--- config.mk ---
export PLATFORM = sky130hd
export DESIGN_NAME = motor_speed_command_formatter
export DESIGN_NICKNAME = d
export VERILOG_FILES = /design/src/sv/msc_pkg.sv /design/src/sv/msc_front.sv /design/src/sv/msc_queue.sv /design/src/sv/msc_back.sv /design/src/sv/motor_speed_command_formatter.sv
export SDC_FILE = /design/constraint.sdc
export NUM_CORES = 2
export LEC_CHECK = 0
export BUFFER_PORTS_ARGS = -buffer_cell sky130_fd_sc_hd__buf_2
export CORE_MARGIN = 4
export CORE_UTILIZATION = 50
export CTS_CLUSTER_DIAMETER = 200
export DETAILED_ROUTE_END_ITERATION = 7
export GPL_TIMING_DRIVEN = 0
export PLACE_DENSITY = 0.66
export SLEW_MARGIN = 20
export SYNTH_ARGS = -nofsm -noshare
export SYNTH_HDL_FRONTEND = slang
export SYNTH_HIERARCHICAL = 1
export SYNTH_SLANG_ARGS = --single-unit
--- constraint.sdc ---
create_clock -name clk_i -period 18.56 [get_ports clk_i]
set_input_delay 1.856 -clock clk_i [delete_from_list [all_inputs] [get_ports clk_i]]
set_output_delay 1.856 -clock clk_i [all_outputs]
set_load 0.03 [all_outputs]
--- src/sv/msc_pkg.sv ---
// Shared types and constants for the motor speed command formatter.
// No dependencies.
`default_nettype none
package msc_pkg;

  localparam int unsigned GAIN_COUNT = 4;
  localparam int unsigned SPEED_W    = 16;
  localparam int unsigned GAIN_W     = 16;
  localparam int unsigned PROD_W     = 32;
  localparam int unsigned MAG_W      = 7;
  localparam int unsigned CFG_IDX_W  = 8;

  localparam logic [MAG_W-1:0] SAT_LIMIT = 7'd100;

  localparam logic [CFG_IDX_W-1:0] REG_GAIN_MOTOR1 = 8'd0;
  localparam logic [CFG_IDX_W-1:0] REG_GAIN_MOTOR2 = 8'd1;
  localparam logic [CFG_IDX_W-1:0] REG_GAIN_MOTOR3 = 8'd2;
  localparam logic [CFG_IDX_W-1:0] REG_GAIN_MOTOR4 = 8'd3;

  localparam logic signed [GAIN_W-1:0] GAIN_RESET = 16'sd256;

  localparam logic [7:0] CH_ZERO = 8'h30;
  localparam logic [7:0] CH_ONE  = 8'h31;
  localparam logic [7:0] CH_FWD  = 8'h46;
  localparam logic [7:0] CH_REV  = 8'h52;
  localparam logic [7:0] CH_CR   = 8'h0D;
  localparam logic [7:0] CH_LF   = 8'h0A;

  // Position inside a five-byte motor group; in the tail the first two
  // codes select CR and LF.
  typedef enum logic [2:0] {
    FLD_MOTOR,
    FLD_DIR,
    FLD_HUND,
    FLD_TENS,
    FLD_ONES
  } field_e;

  // One formatted motor value.
  typedef struct packed {
    logic       neg;
    logic       hund;
    logic [3:0] tens;
    logic [3:0] ones;
  } motor_fmt_t;

endpackage
`default_nettype wire

--- src/sv/msc_front.sv ---
// Front end: accepts speed items, applies gains, saturates, splits digits.
// Depends on msc_pkg.
`default_nettype none
module msc_front #(
  parameter int unsigned MOTOR_COUNT = 4
) (
  input  wire logic                                             clk_i,
  input  wire logic                                             rst_ni,
  input  wire logic                                             in_valid_i,
  output logic                                                  in_ready_o,
  input  wire logic [msc_pkg::GAIN_COUNT*msc_pkg::SPEED_W-1:0]  speeds_i,
  input  wire logic [msc_pkg::GAIN_COUNT-1:0][msc_pkg::GAIN_W-1:0] gains_i,
  output logic                                                  out_valid_o,
  input  wire logic                                             out_ready_i,
  output msc_pkg::motor_fmt_t [MOTOR_COUNT-1:0]                 out_entry_o
);

  localparam int unsigned PW = msc_pkg::PROD_W;
  localparam int unsigned QW = PW - 8;

  logic                          b_v_q;
  logic signed [PW-1:0]          prod_q [MOTOR_COUNT];
  logic                          c_v_q;
  logic [MOTOR_COUNT-1:0]        neg_q;
  logic [msc_pkg::MAG_W-1:0]     mag_q [MOTOR_COUNT];
  logic                          c_ready;
  logic                          b_ready;

  assign c_ready    = !c_v_q || out_ready_i;
  assign b_ready    = !b_v_q || c_ready;
  assign in_ready_o = b_ready;

  always_ff @(posedge clk_i or negedge rst_ni) begin
    if (!rst_ni) begin
      b_v_q <= 1'b0;
      c_v_q <= 1'b0;
    end else begin
      if (b_ready) b_v_q <= in_valid_i;
      if (c_ready) c_v_q <= b_v_q;
    end
  end

  for (genvar m = 0; m < MOTOR_COUNT; m++) begin : g_motor
    logic signed [PW-1:0] prod_d;
    logic signed [PW-1:0] biased;
    logic signed [QW-1:0] quot;
    logic                 neg_d;
    logic [msc_pkg::MAG_W-1:0] mag_d;
    logic [QW-1:0]        mag_abs;
    logic [14:0]          recip;
    logic [3:0]           t_all;
    logic [msc_pkg::MAG_W-1:0] ones;

    if (m < msc_pkg::GAIN_COUNT) begin : g_gain
      always_comb begin
        prod_d = $signed(speeds_i[m*msc_pkg::SPEED_W +: msc_pkg::SPEED_W])
               * $signed(gains_i[m]);
      end
    end else begin : g_zero
      assign prod_d = '0;
    end

    always_ff @(posedge clk_i) begin
      if (b_ready && in_valid_i) prod_q[m] <= prod_d;
    end

    // Divide by 256 rounding toward zero, then clamp to +/-100.
    always_comb begin
      biased  = prod_q[m] + (prod_q[m][PW-1] ? PW'(255) : PW'(0));
      quot    = biased[PW-1:8];
      neg_d   = quot[QW-1];
      mag_abs = neg_d ? QW'(-quot) : QW'(quot);
      if (mag_abs > QW'(msc_pkg::SAT_LIMIT)) mag_d = msc_pkg::SAT_LIMIT;
      else                                   mag_d = mag_abs[msc_pkg::MAG_W-1:0];
    end

    always_ff @(posedge clk_i) begin
      if (c_ready && b_v_q) begin
        neg_q[m] <= neg_d;
        mag_q[m] <= mag_d;
      end
    end

    // Decimal split: x*205>>11 equals x/10 for x up to 100.
    always_comb begin
      recip = 15'(mag_q[m]) * 15'd205;
      t_all = recip[14:11];
      ones  = mag_q[m] - 7'({t_all, 3'b000} + {t_all, 1'b0});
      out_entry_o[m].neg  = neg_q[m];
      out_entry_o[m].hund = (t_all == 4'd10);
      out_entry_o[m].tens = (t_all == 4'd10) ? 4'd0 : t_all;
      out_entry_o[m].ones = ones[3:0];
    end
  end

  assign out_valid_o = c_v_q;

endmodule
`default_nettype wire

--- src/sv/msc_queue.sv ---
// Two-entry queue of formatted frames between front and back end.
// Depends on msc_pkg.
`default_nettype none
module msc_queue #(
  parameter int unsigned MOTOR_COUNT = 4
) (
  input  wire logic                                  clk_i,
  input  wire logic                                  rst_ni,
  input  wire logic                                  wr_valid_i,
  output logic                                       wr_ready_o,
  input  wire msc_pkg::motor_fmt_t [MOTOR_COUNT-1:0] wr_entry_i,
  output logic                                       rd_valid_o,
  input  wire logic                                  rd_pop_i,
  output msc_pkg::motor_fmt_t [MOTOR_COUNT-1:0]      rd_entry_o
);

  msc_pkg::motor_fmt_t [MOTOR_COUNT-1:0] mem_q [2];
  logic       wptr_q, rptr_q;
  logic [1:0] cnt_q;
  logic       push, pop;

  assign wr_ready_o = (cnt_q != 2'd2);
  assign rd_valid_o = (cnt_q != 2'd0);
  assign push       = wr_valid_i && wr_ready_o;
  assign pop        = rd_pop_i && rd_valid_o;
  assign rd_entry_o = mem_q[rptr_q];

  always_ff @(posedge clk_i or negedge rst_ni) begin
    if (!rst_ni) begin
      wptr_q <= 1'b0;
      rptr_q <= 1'b0;
      cnt_q  <= 2'd0;
    end else begin
      if (push) wptr_q <= !wptr_q;
      if (pop)  rptr_q <= !rptr_q;
      cnt_q <= cnt_q + 2'(push) - 2'(pop);
    end
  end

  always_ff @(posedge clk_i) begin
    if (push) mem_q[wptr_q] <= wr_entry_i;
  end

endmodule
`default_nettype wire

--- src/sv/msc_back.sv ---
// Back end: serializes one queued frame into ASCII bytes, one per cycle while the output accepts.
// Depends on msc_pkg.
`default_nettype none
module msc_back #(
  parameter int unsigned MOTOR_COUNT = 4
) (
  input  wire logic                                  clk_i,
  input  wire logic                                  rst_ni,
  input  wire logic                                  q_valid_i,
  output logic                                       q_pop_o,
  input  wire msc_pkg::motor_fmt_t [MOTOR_COUNT-1:0] q_entry_i,
  output logic                                       m_valid_o,
  input  wire logic                                  m_ready_i,
  output logic [7:0]                                 m_data_o,
  output logic                                       m_last_o
);

  localparam int unsigned MOT_W  = $clog2(MOTOR_COUNT + 1);
  localparam int unsigned MIDX_W = (MOTOR_COUNT > 1) ? $clog2(MOTOR_COUNT) : 1;

  logic [MOT_W-1:0]    mot_q, mot_d;
  msc_pkg::field_e     fld_q, fld_d;
  logic                vld_q;
  logic [7:0]          byte_q, byte_d;
  logic                last_q, last_d;
  logic                fire;
  logic                in_tail;
  msc_pkg::motor_fmt_t cur;

  assign fire    = q_valid_i && (!vld_q || m_ready_i);
  assign in_tail = (mot_q == MOT_W'(MOTOR_COUNT));
  assign cur     = q_entry_i[mot_q[MIDX_W-1:0]];

  always_comb begin
    byte_d  = msc_pkg::CH_CR;
    last_d  = 1'b0;
    mot_d   = mot_q;
    fld_d   = fld_q;
    q_pop_o = 1'b0;
    if (in_tail) begin
      unique case (fld_q)
        msc_pkg::FLD_MOTOR: begin
          byte_d = msc_pkg::CH_CR;
          fld_d  = msc_pkg::FLD_DIR;
        end
        default: begin
          byte_d  = msc_pkg::CH_LF;
          last_d  = 1'b1;
          fld_d   = msc_pkg::FLD_MOTOR;
          mot_d   = '0;
          q_pop_o = fire;
        end
      endcase
    end else begin
      unique case (fld_q)
        msc_pkg::FLD_MOTOR: begin
          byte_d = msc_pkg::CH_ONE + 8'(mot_q);
          fld_d  = msc_pkg::FLD_DIR;
        end
        msc_pkg::FLD_DIR: begin
          byte_d = cur.neg ? msc_pkg::CH_REV : msc_pkg::CH_FWD;
          fld_d  = msc_pkg::FLD_HUND;
        end
        msc_pkg::FLD_HUND: begin
          byte_d = msc_pkg::CH_ZERO + 8'(cur.hund);
          fld_d  = msc_pkg::FLD_TENS;
        end
        msc_pkg::FLD_TENS: begin
          byte_d = msc_pkg::CH_ZERO + 8'(cur.tens);
          fld_d  = msc_pkg::FLD_ONES;
        end
        default: begin
          byte_d = msc_pkg::CH_ZERO + 8'(cur.ones);
          fld_d  = msc_pkg::FLD_MOTOR;
          mot_d  = mot_q + MOT_W'(1);
        end
      endcase
    end
  end

  always_ff @(posedge clk_i or negedge rst_ni) begin
    if (!rst_ni) begin
      mot_q <= '0;
      fld_q <= msc_pkg::FLD_MOTOR;
      vld_q <= 1'b0;
    end else begin
      if (fire) begin
        mot_q <= mot_d;
        fld_q <= fld_d;
      end
      if (fire)           vld_q <= 1'b1;
      else if (m_ready_i) vld_q <= 1'b0;
    end
  end

  always_ff @(posedge clk_i) begin
    if (fire) begin
      byte_q <= byte_d;
      last_q <= last_d;
    end
  end

  assign m_valid_o = vld_q;
  assign m_data_o  = byte_q;
  assign m_last_o  = last_q;

endmodule
`default_nettype wire

--- src/sv/motor_speed_command_formatter.sv ---
// Motor speed command formatter, top level: gain registers, front end,
// frame queue and byte serializer. Depends on msc_pkg, msc_front,
// msc_queue and msc_back.
//
// One input transaction carries four signed 16-bit speeds. Each is scaled
// by its gain register (signed, 8 fraction bits), truncated toward zero,
// clamped to -100..100 and sent as an ASCII frame: per motor the digit
// '1'.., 'F' or 'R', three zero-padded digits; then CR and LF, with tlast
// on the LF. A frame is 5*MOTOR_COUNT+2 bytes (22 by default), one byte
// per cycle while the output accepts; the serializer sets the sustained
// rate of speed items once the queue is full, and frames follow one
// another back to back when the next is queued. The first byte passes
// the product register (loaded on the accepting edge), then the clamp
// stage, queue write and output register. Up to three items wait
// behind the frame being sent: one in the queue and two in the front-end
// stages. Motors past the fourth have no input or gain and always read
// "F000". Gains reset to 1.0 (256); writes to register indexes above 3 are
// dropped. Write config only while the block is idle.
`default_nettype none
module motor_speed_command_formatter #(
  parameter int unsigned MOTOR_COUNT = 4
) (
  input  wire logic        clk_i,
  input  wire logic        rst_ni,
  // speed input, fields from bit 0: speed_motor1..speed_motor4, 16 b each
  input  wire logic        s_axis_tvalid,
  output logic             s_axis_tready,
  input  wire logic [63:0] s_axis_tdata,
  // frame output, fields from bit 0: out_byte (8 b); tlast = last_byte
  output logic             m_axis_tvalid,
  input  wire logic        m_axis_tready,
  output logic [7:0]       m_axis_tdata,
  output logic             m_axis_tlast,
  // config write channel
  input  wire logic        cfg_valid_i,
  output logic             cfg_ready_o,
  input  wire logic [7:0]  cfg_index_i,
  input  wire logic [15:0] cfg_data_i
);

  logic [msc_pkg::GAIN_COUNT-1:0][msc_pkg::GAIN_W-1:0] gain_q;

  logic                                  f_valid, f_ready;
  msc_pkg::motor_fmt_t [MOTOR_COUNT-1:0] f_entry;
  logic                                  q_valid, q_pop;
  msc_pkg::motor_fmt_t [MOTOR_COUNT-1:0] q_entry;
  logic                                  cfg_fire;

  assign cfg_ready_o = 1'b1;
  assign cfg_fire    = cfg_valid_i && cfg_ready_o;

  // Gain register file; out-of-range indexes fall through the case.
  always_ff @(posedge clk_i or negedge rst_ni) begin
    if (!rst_ni) begin
      for (int i = 0; i < int'(msc_pkg::GAIN_COUNT); i++) begin
        gain_q[i] <= msc_pkg::GAIN_RESET;
      end
    end else if (cfg_fire) begin
      unique case (cfg_index_i)
        msc_pkg::REG_GAIN_MOTOR1: gain_q[0] <= cfg_data_i;
        msc_pkg::REG_GAIN_MOTOR2: gain_q[1] <= cfg_data_i;
        msc_pkg::REG_GAIN_MOTOR3: gain_q[2] <= cfg_data_i;
        msc_pkg::REG_GAIN_MOTOR4: gain_q[3] <= cfg_data_i;
        default: ;
      endcase
    end
  end

  msc_front #(.MOTOR_COUNT(MOTOR_COUNT)) u_front (
    .clk_i       (clk_i),
    .rst_ni      (rst_ni),
    .in_valid_i  (s_axis_tvalid),
    .in_ready_o  (s_axis_tready),
    .speeds_i    (s_axis_tdata),
    .gains_i     (gain_q),
    .out_valid_o (f_valid),
    .out_ready_i (f_ready),
    .out_entry_o (f_entry)
  );

  msc_queue #(.MOTOR_COUNT(MOTOR_COUNT)) u_queue (
    .clk_i      (clk_i),
    .rst_ni     (rst_ni),
    .wr_valid_i (f_valid),
    .wr_ready_o (f_ready),
    .wr_entry_i (f_entry),
    .rd_valid_o (q_valid),
    .rd_pop_i   (q_pop),
    .rd_entry_o (q_entry)
  );

  msc_back #(.MOTOR_COUNT(MOTOR_COUNT)) u_back (
    .clk_i     (clk_i),
    .rst_ni    (rst_ni),
    .q_valid_i (q_valid),
    .q_pop_o   (q_pop),
    .q_entry_i (q_entry),
    .m_valid_o (m_axis_tvalid),
    .m_ready_i (m_axis_tready),
    .m_data_o  (m_axis_tdata),
    .m_last_o  (m_axis_tlast)
  );

`ifndef NO_ASSERTIONS
  // The frame closer is always a line feed.
  a_last_is_lf: assert property (@(posedge clk_i) disable iff (!rst_ni)
    m_axis_tvalid && m_axis_tlast |-> m_axis_tdata == msc_pkg::CH_LF)
    else $error("tlast on a byte other than LF");

  // A frame is only retired when one is queued.
  a_pop_valid: assert property (@(posedge clk_i) disable iff (!rst_ni)
    q_pop |-> q_valid)
    else $error("queue pop while empty");

  // A write to the first gain register lands on the next cycle.
  a_gain_write: assert property (@(posedge clk_i) disable iff (!rst_ni)
    cfg_fire && cfg_index_i == msc_pkg::REG_GAIN_MOTOR1
      |=> gain_q[0] == $past(cfg_data_i))
    else $error("gain write lost");
`endif

endmodule
`default_nettype wire

==> results.rst <==
.. list-table::
   :header-rows: 1

   * - Metric
     - Value
   * - Vias post-DR
     - 45000
   * - Vertical die dimension
     - 358.9 µm
   * - I/O pins
     - 105
   * - Synth-to-layout area growth
     - 6.549%
   * - Data required, critical path
     - between 15000 and 20000 ps
   * - Post-synthesis instance total
     - 6373
   * - Max-cap viol count
     - 0
   * - Number of port buffers
     - 102
   * - Overflow left after global routing
     - 0
   * - Kind of start point of the critical path
     - input pin
   * - Highest achievable clock rate
     - 0.1103 GHz
   * - Layout Utilization
     - 0.5376
   * - Part of the Yosys area used for sequential elements
     - 0.1523
   * - Antenna violations before repair
     - 10
   * - Hold/Removal Path Class
     - register to register
   * - Detailed-route wire length
     - 157000 µm
   * - Final HPWL DP
     - 129400 µm
   * - Max-slew violation count
     - 0
   * - RSZ-0062 raised after global routing
     - false
   * - Biggest area contributors in the synthesized netlist
     - sky130_fd_sc_hd__fa_1 35%, sky130_fd_sc_hd__edfxtp_1 12%, sky130_fd_sc_hd__ha_1 10%
   * - Post-detailed-route count of antenna-violating nets
     - 0
   * - Weighted congestion reported at the end of routability-driven placement
     - between 0.9 and 1
   * - Global-route usage over all layers
     - 0.2461
   * - Worst max-slew margin expressed relative to the limit
     - 0.2268
   * - Worst flop-to-flop path startpoint
     - gain_q[51]$_DFFE_PN0P_
   * - Final-stage net count
     - a little over 8000
   * - Share of layout cells above drive strength 1
     - 0.06526
   * - Status
     - complete, no violations
   * - Filler Cells Inserted
     - roughly 11000
   * - Clk sinks
     - 325
   * - Instance count along the most critical hold path
     - 0
   * - Total die area
     - approximately 130000 µm²
   * - Transition at the pin with the smallest max-transition slack
     - 1145 ps
   * - Hold_buf cts
     - 0
   * - CTS tree
     - yes
   * - Pwr per Cell Area
     - 82.39 nW/µm²
   * - Yosys reg bits
     - 325
   * - Cell accounting for the most synthesized area
     - sky130_fd_sc_hd__fa_1
   * - Area of the mapped netlist
     - around 62000 µm²
   * - Total CTS buffers
     - 42
   * - Clock-pin slew on the worst setup and hold paths
     - 60 ps
   * - EDFF count, synth
     - around 250
   * - Final worst-path cycle share
     - 0.4883
   * - Row count
     - 128
   * - Worst Setup Path Type
     - input pin to register
   * - Setup violators final
     - 0
   * - Post-CTS setup-driven buffer insertion count
     - 0
   * - Clock root buffer
     - sky130_fd_sc_hd__clkbuf_16
   * - Initial cell density of the core
     - 0.5046
   * - DIE WIDTH
     - around 360 µm
   * - Setup_tns
     - 0 ps
   * - Length in cells of the worst reg-to-reg path
     - 20
   * - End of the worst register-to-register path
     - u_front/prod_q[3][30]$_DFFE_PP_
   * - First-pass GRT wire length
     - 255600 µm
   * - P_leak
     - between 0.03 and 0.04 µW
   * - Ys flop type
     - sky130_fd_sc_hd__edfxtp_1
   * - Initial drt markers
     - between 3000 and 4000
   * - Clock skew
     - about 17 ps
   * - Number of vias per cell after detailed routing
     - 5.497
   * - Endpoint class of the critical path
     - register
   * - Number of search-and-repair iterations in the first detailed-routing pass
     - 5
   * - Count of unresolved DRC violations after routing
     - 0
   * - Number of nets produced by synthesis
     - 8062
   * - Largest net degree at the start of global routing
     - 65
   * - Count of unique library cells instantiated by Yosys
     - 115
   * - Period minus WS final
     - around 9000 ps
   * - Hold Crit Endpoint
     - u_queue/mem_q[0][29]$_DFFE_PP_
   * - Count of synthesis-stage warnings from yosys
     - 6
   * - Origin of the worst min-delay path
     - u_front/out_entry_o[29]$_DFFE_PP_
   * - Peak supply drop
     - between 0.08 and 0.09 mV
   * - Count of endpoints failing hold in the final timing report
     - 0
   * - Standard cell core area
     - 122000 µm²
   * - Mean instance size in the synthesized netlist
     - slightly below 10 µm²
   * - Async set or reset register ratio after synthesis
     - 0.2369
   * - Arr. time, crit path
     - 9370 ps
   * - Placed Instances
     - 8106
   * - CTS max path bufs
     - 3
   * - H-tree lvl count
     - 2
   * - Insertion delay of the later-clocked pin in the worst-skew pair
     - 590 ps
   * - Highest net fanout along the worst path
     - 10
   * - Vias in the first global route
     - 47334
   * - Register-to-Register Setup Slack
     - 10420 ps
   * - Total of cells resized after clock tree synthesis
     - 0
   * - Final Instance Count excl. Fillers
     - 8187
   * - DR WL/cell
     - 19.18 µm
   * - Synth top area share
     - 0.3511
-- final cells by class --
class / instances / area (µm²) / area share
multi-input combinational: 4520 / 46320 / 0.7060
buffer: 227 / 1008 / 0.01537
clock buffer: 56 / 1167 / 0.01779
timing repair buffer: 108 / 659.4 / 0.01005
inverter: 1301 / 4883 / 0.07443
antenna: 4 / 10.01 / 0.0001526
clock inverter: 21 / 150.1 / 0.002289
tap: 1625 / 2033 / 0.03099
sequential: 325 / 9379 / 0.1430
-- worst max path at each step --
stage / from / end / cells past startpoint
final: s_axis_tdata[57] / u_front/prod_q[3][30]$_DFFE_PP_ / 21
after global routing: s_axis_tdata[31] / u_front/prod_q[1][31]$_DFFE_PP_ / 21
after CTS: s_axis_tdata[57] / u_front/prod_q[3][30]$_DFFE_PP_ / 21
after detailed placement: s_axis_tdata[57] / u_front/prod_q[3][30]$_DFFE_PP_ / 21
after global placement: s_axis_tdata[23] / u_front/prod_q[1][31]$_DFFE_PP_ / 25
after floorplan: s_axis_tdata[58] / u_front/prod_q[3][30]$_DFFE_PP_ / 20
-- synth_stat cells (9+ instances only) --
cell type	instances
sky130_fd_sc_hd__a22oi_1	9
sky130_fd_sc_hd__a2111oi_0	18
sky130_fd_sc_hd__a21oi_1	153
sky130_fd_sc_hd__buf_2	20
sky130_fd_sc_hd__buf_6	12
sky130_fd_sc_hd__a211o_1	9
sky130_fd_sc_hd__o211ai_1	31
sky130_fd_sc_hd__nand3_1	88
sky130_fd_sc_hd__o21a_1	30
sky130_fd_sc_hd__clkbuf_1	177
sky130_fd_sc_hd__nor2_1	209
sky130_fd_sc_hd__xor2_1	69
sky130_fd_sc_hd__a211oi_1	31
sky130_fd_sc_hd__nor4_1	38
sky130_fd_sc_hd__nor3_1	93
sky130_fd_sc_hd__nand2b_1	37
sky130_fd_sc_hd__or4_1	17
sky130_fd_sc_hd__nand2_1	606
sky130_fd_sc_hd__or2_2	16
sky130_fd_sc_hd__o21ai_0	110
sky130_fd_sc_hd__a31o_2	14
sky130_fd_sc_hd__ha_1	516
sky130_fd_sc_hd__o22ai_1	13
sky130_fd_sc_hd__and2_1	529
sky130_fd_sc_hd__a21boi_0	11
sky130_fd_sc_hd__and3_1	42
sky130_fd_sc_hd__a31oi_1	37
sky130_fd_sc_hd__inv_1	1297
sky130_fd_sc_hd__buf_4	10
sky130_fd_sc_hd__o21bai_1	29
sky130_fd_sc_hd__and4_1	10
sky130_fd_sc_hd__o31ai_1	21
sky130_fd_sc_hd__or3_1	23
sky130_fd_sc_hd__fa_1	1080
sky130_fd_sc_hd__mux2i_1	14
sky130_fd_sc_hd__nor2b_1	9
sky130_fd_sc_hd__o221ai_1	10
sky130_fd_sc_hd__nand4_1	34
sky130_fd_sc_hd__mux2_2	107
sky130_fd_sc_hd__edfxtp_1	248
sky130_fd_sc_hd__o2111ai_1	11
sky130_fd_sc_hd__dfrtp_1	73
sky130_fd_sc_hd__xnor2_1	187
sky130_fd_sc_hd__a21o_1	73
-- flip-flops by register name, indices dropped and copies added (netlist names) --
register	cells
u_back/m_data_o	7
u_queue/wptr_q	1
u_front/b_v_q	1
gain_q	64
u_queue/cnt_q	2
u_front/mag_q	28
u_back/mot_q	3
u_back/fld_q	3
u_front/out_entry_o	4
u_front/prod_q	128
u_queue/rptr_q	1
u_front/out_valid_o	1
u_back/m_valid_o	1
u_queue/mem_q	80
u_back/m_last_o	1
-- metrics by stage --
| stage | area (µm²) | setup slack, ps | hold WS, ps | total power [µW] |
|---|---|---|---|---|
| global placement | 64120 | 8995 | 428.6 | 4509 |
| floorplan | 61570 | 10470 | 421.5 | 3734 |
| finish | 65610 | 9497 | 451.9 | 5405 |
| detailed placement | 64280 | 8950 | 433.4 | 4603 |
| global route | 65600 | 9187 | 466.3 | 5910 |
| CTS | 65600 | 9585 | 454.3 | 5427 |
-- worst max-delay path, cell delays in order --
cell and delay (ps):
sky130_fd_sc_hd__buf_2 220, sky130_fd_sc_hd__clkbuf_1 560, sky130_fd_sc_hd__nand2_1 160, sky130_fd_sc_hd__fa_1 510, sky130_fd_sc_hd__fa_1 590, sky130_fd_sc_hd__fa_1 460, sky130_fd_sc_hd__fa_1 540, sky130_fd_sc_hd__inv_1 50
sky130_fd_sc_hd__fa_1 490, sky130_fd_sc_hd__fa_1 420, sky130_fd_sc_hd__ha_1 330, sky130_fd_sc_hd__a2111oi_0 710, sky130_fd_sc_hd__nand2b_1 110, sky130_fd_sc_hd__a21oi_1 290, sky130_fd_sc_hd__nor3_1 170, sky130_fd_sc_hd__o311ai_0 590
sky130_fd_sc_hd__nand4b_1 240, sky130_fd_sc_hd__a31o_2 330, sky130_fd_sc_hd__a31oi_1 300, sky130_fd_sc_hd__o311ai_0 220, sky130_fd_sc_hd__xor2_1 180
-- cell families (layout without fill, tap and decap cells) --
| family | Yosys count | after routing | share of synthesized area |
|---|---|---|---|
| compound gates | 716 | 716 | 0.08085 |
| xor+xnor | 257 | 257 | 0.03668 |
| fa+ha+maj | 1596 | 1596 | 0.4560 |
| buf+inv | 1528 | 1713 | 0.09569 |
| flops | 325 | 325 | 0.1523 |
| mux | 133 | 133 | 0.02568 |
| other cells | 2 | 6 | 0.0001220 |
| simple gates | 1816 | 1816 | 0.1527 |
-- cells in the final DEF, fill, tap and decap left out, drive strengths merged, types with 154 or more instances in the layout --
cell,netlist,routed
clkbuf,180,236
buf,47,155
nor2,212,212
a21oi,154,154
edfxtp,248,248
ha,516,516
fa,1080,1080
nand2,608,608
and2,530,530
inv,1300,1309
xnor2,188,188
-- where the power goes --
group          switching, µW  internal, µW
clock                    340           449
combinational           1940          1290
sequential               180          1200
-- per-layer routing --
metal / vias to the layer above / share of wire / track usage
met5: - / 0.000083 / 0
met4: 2 / 0.033 / 0.07578
met3: 296 / 0.060 / 0.03309
met2: 1439 / 0.47 / 0.4074
met1: 22594 / 0.44 / 0.3387
li1: 20669 / - / -
No activity file was read; power rests on OpenSTA's default activity.
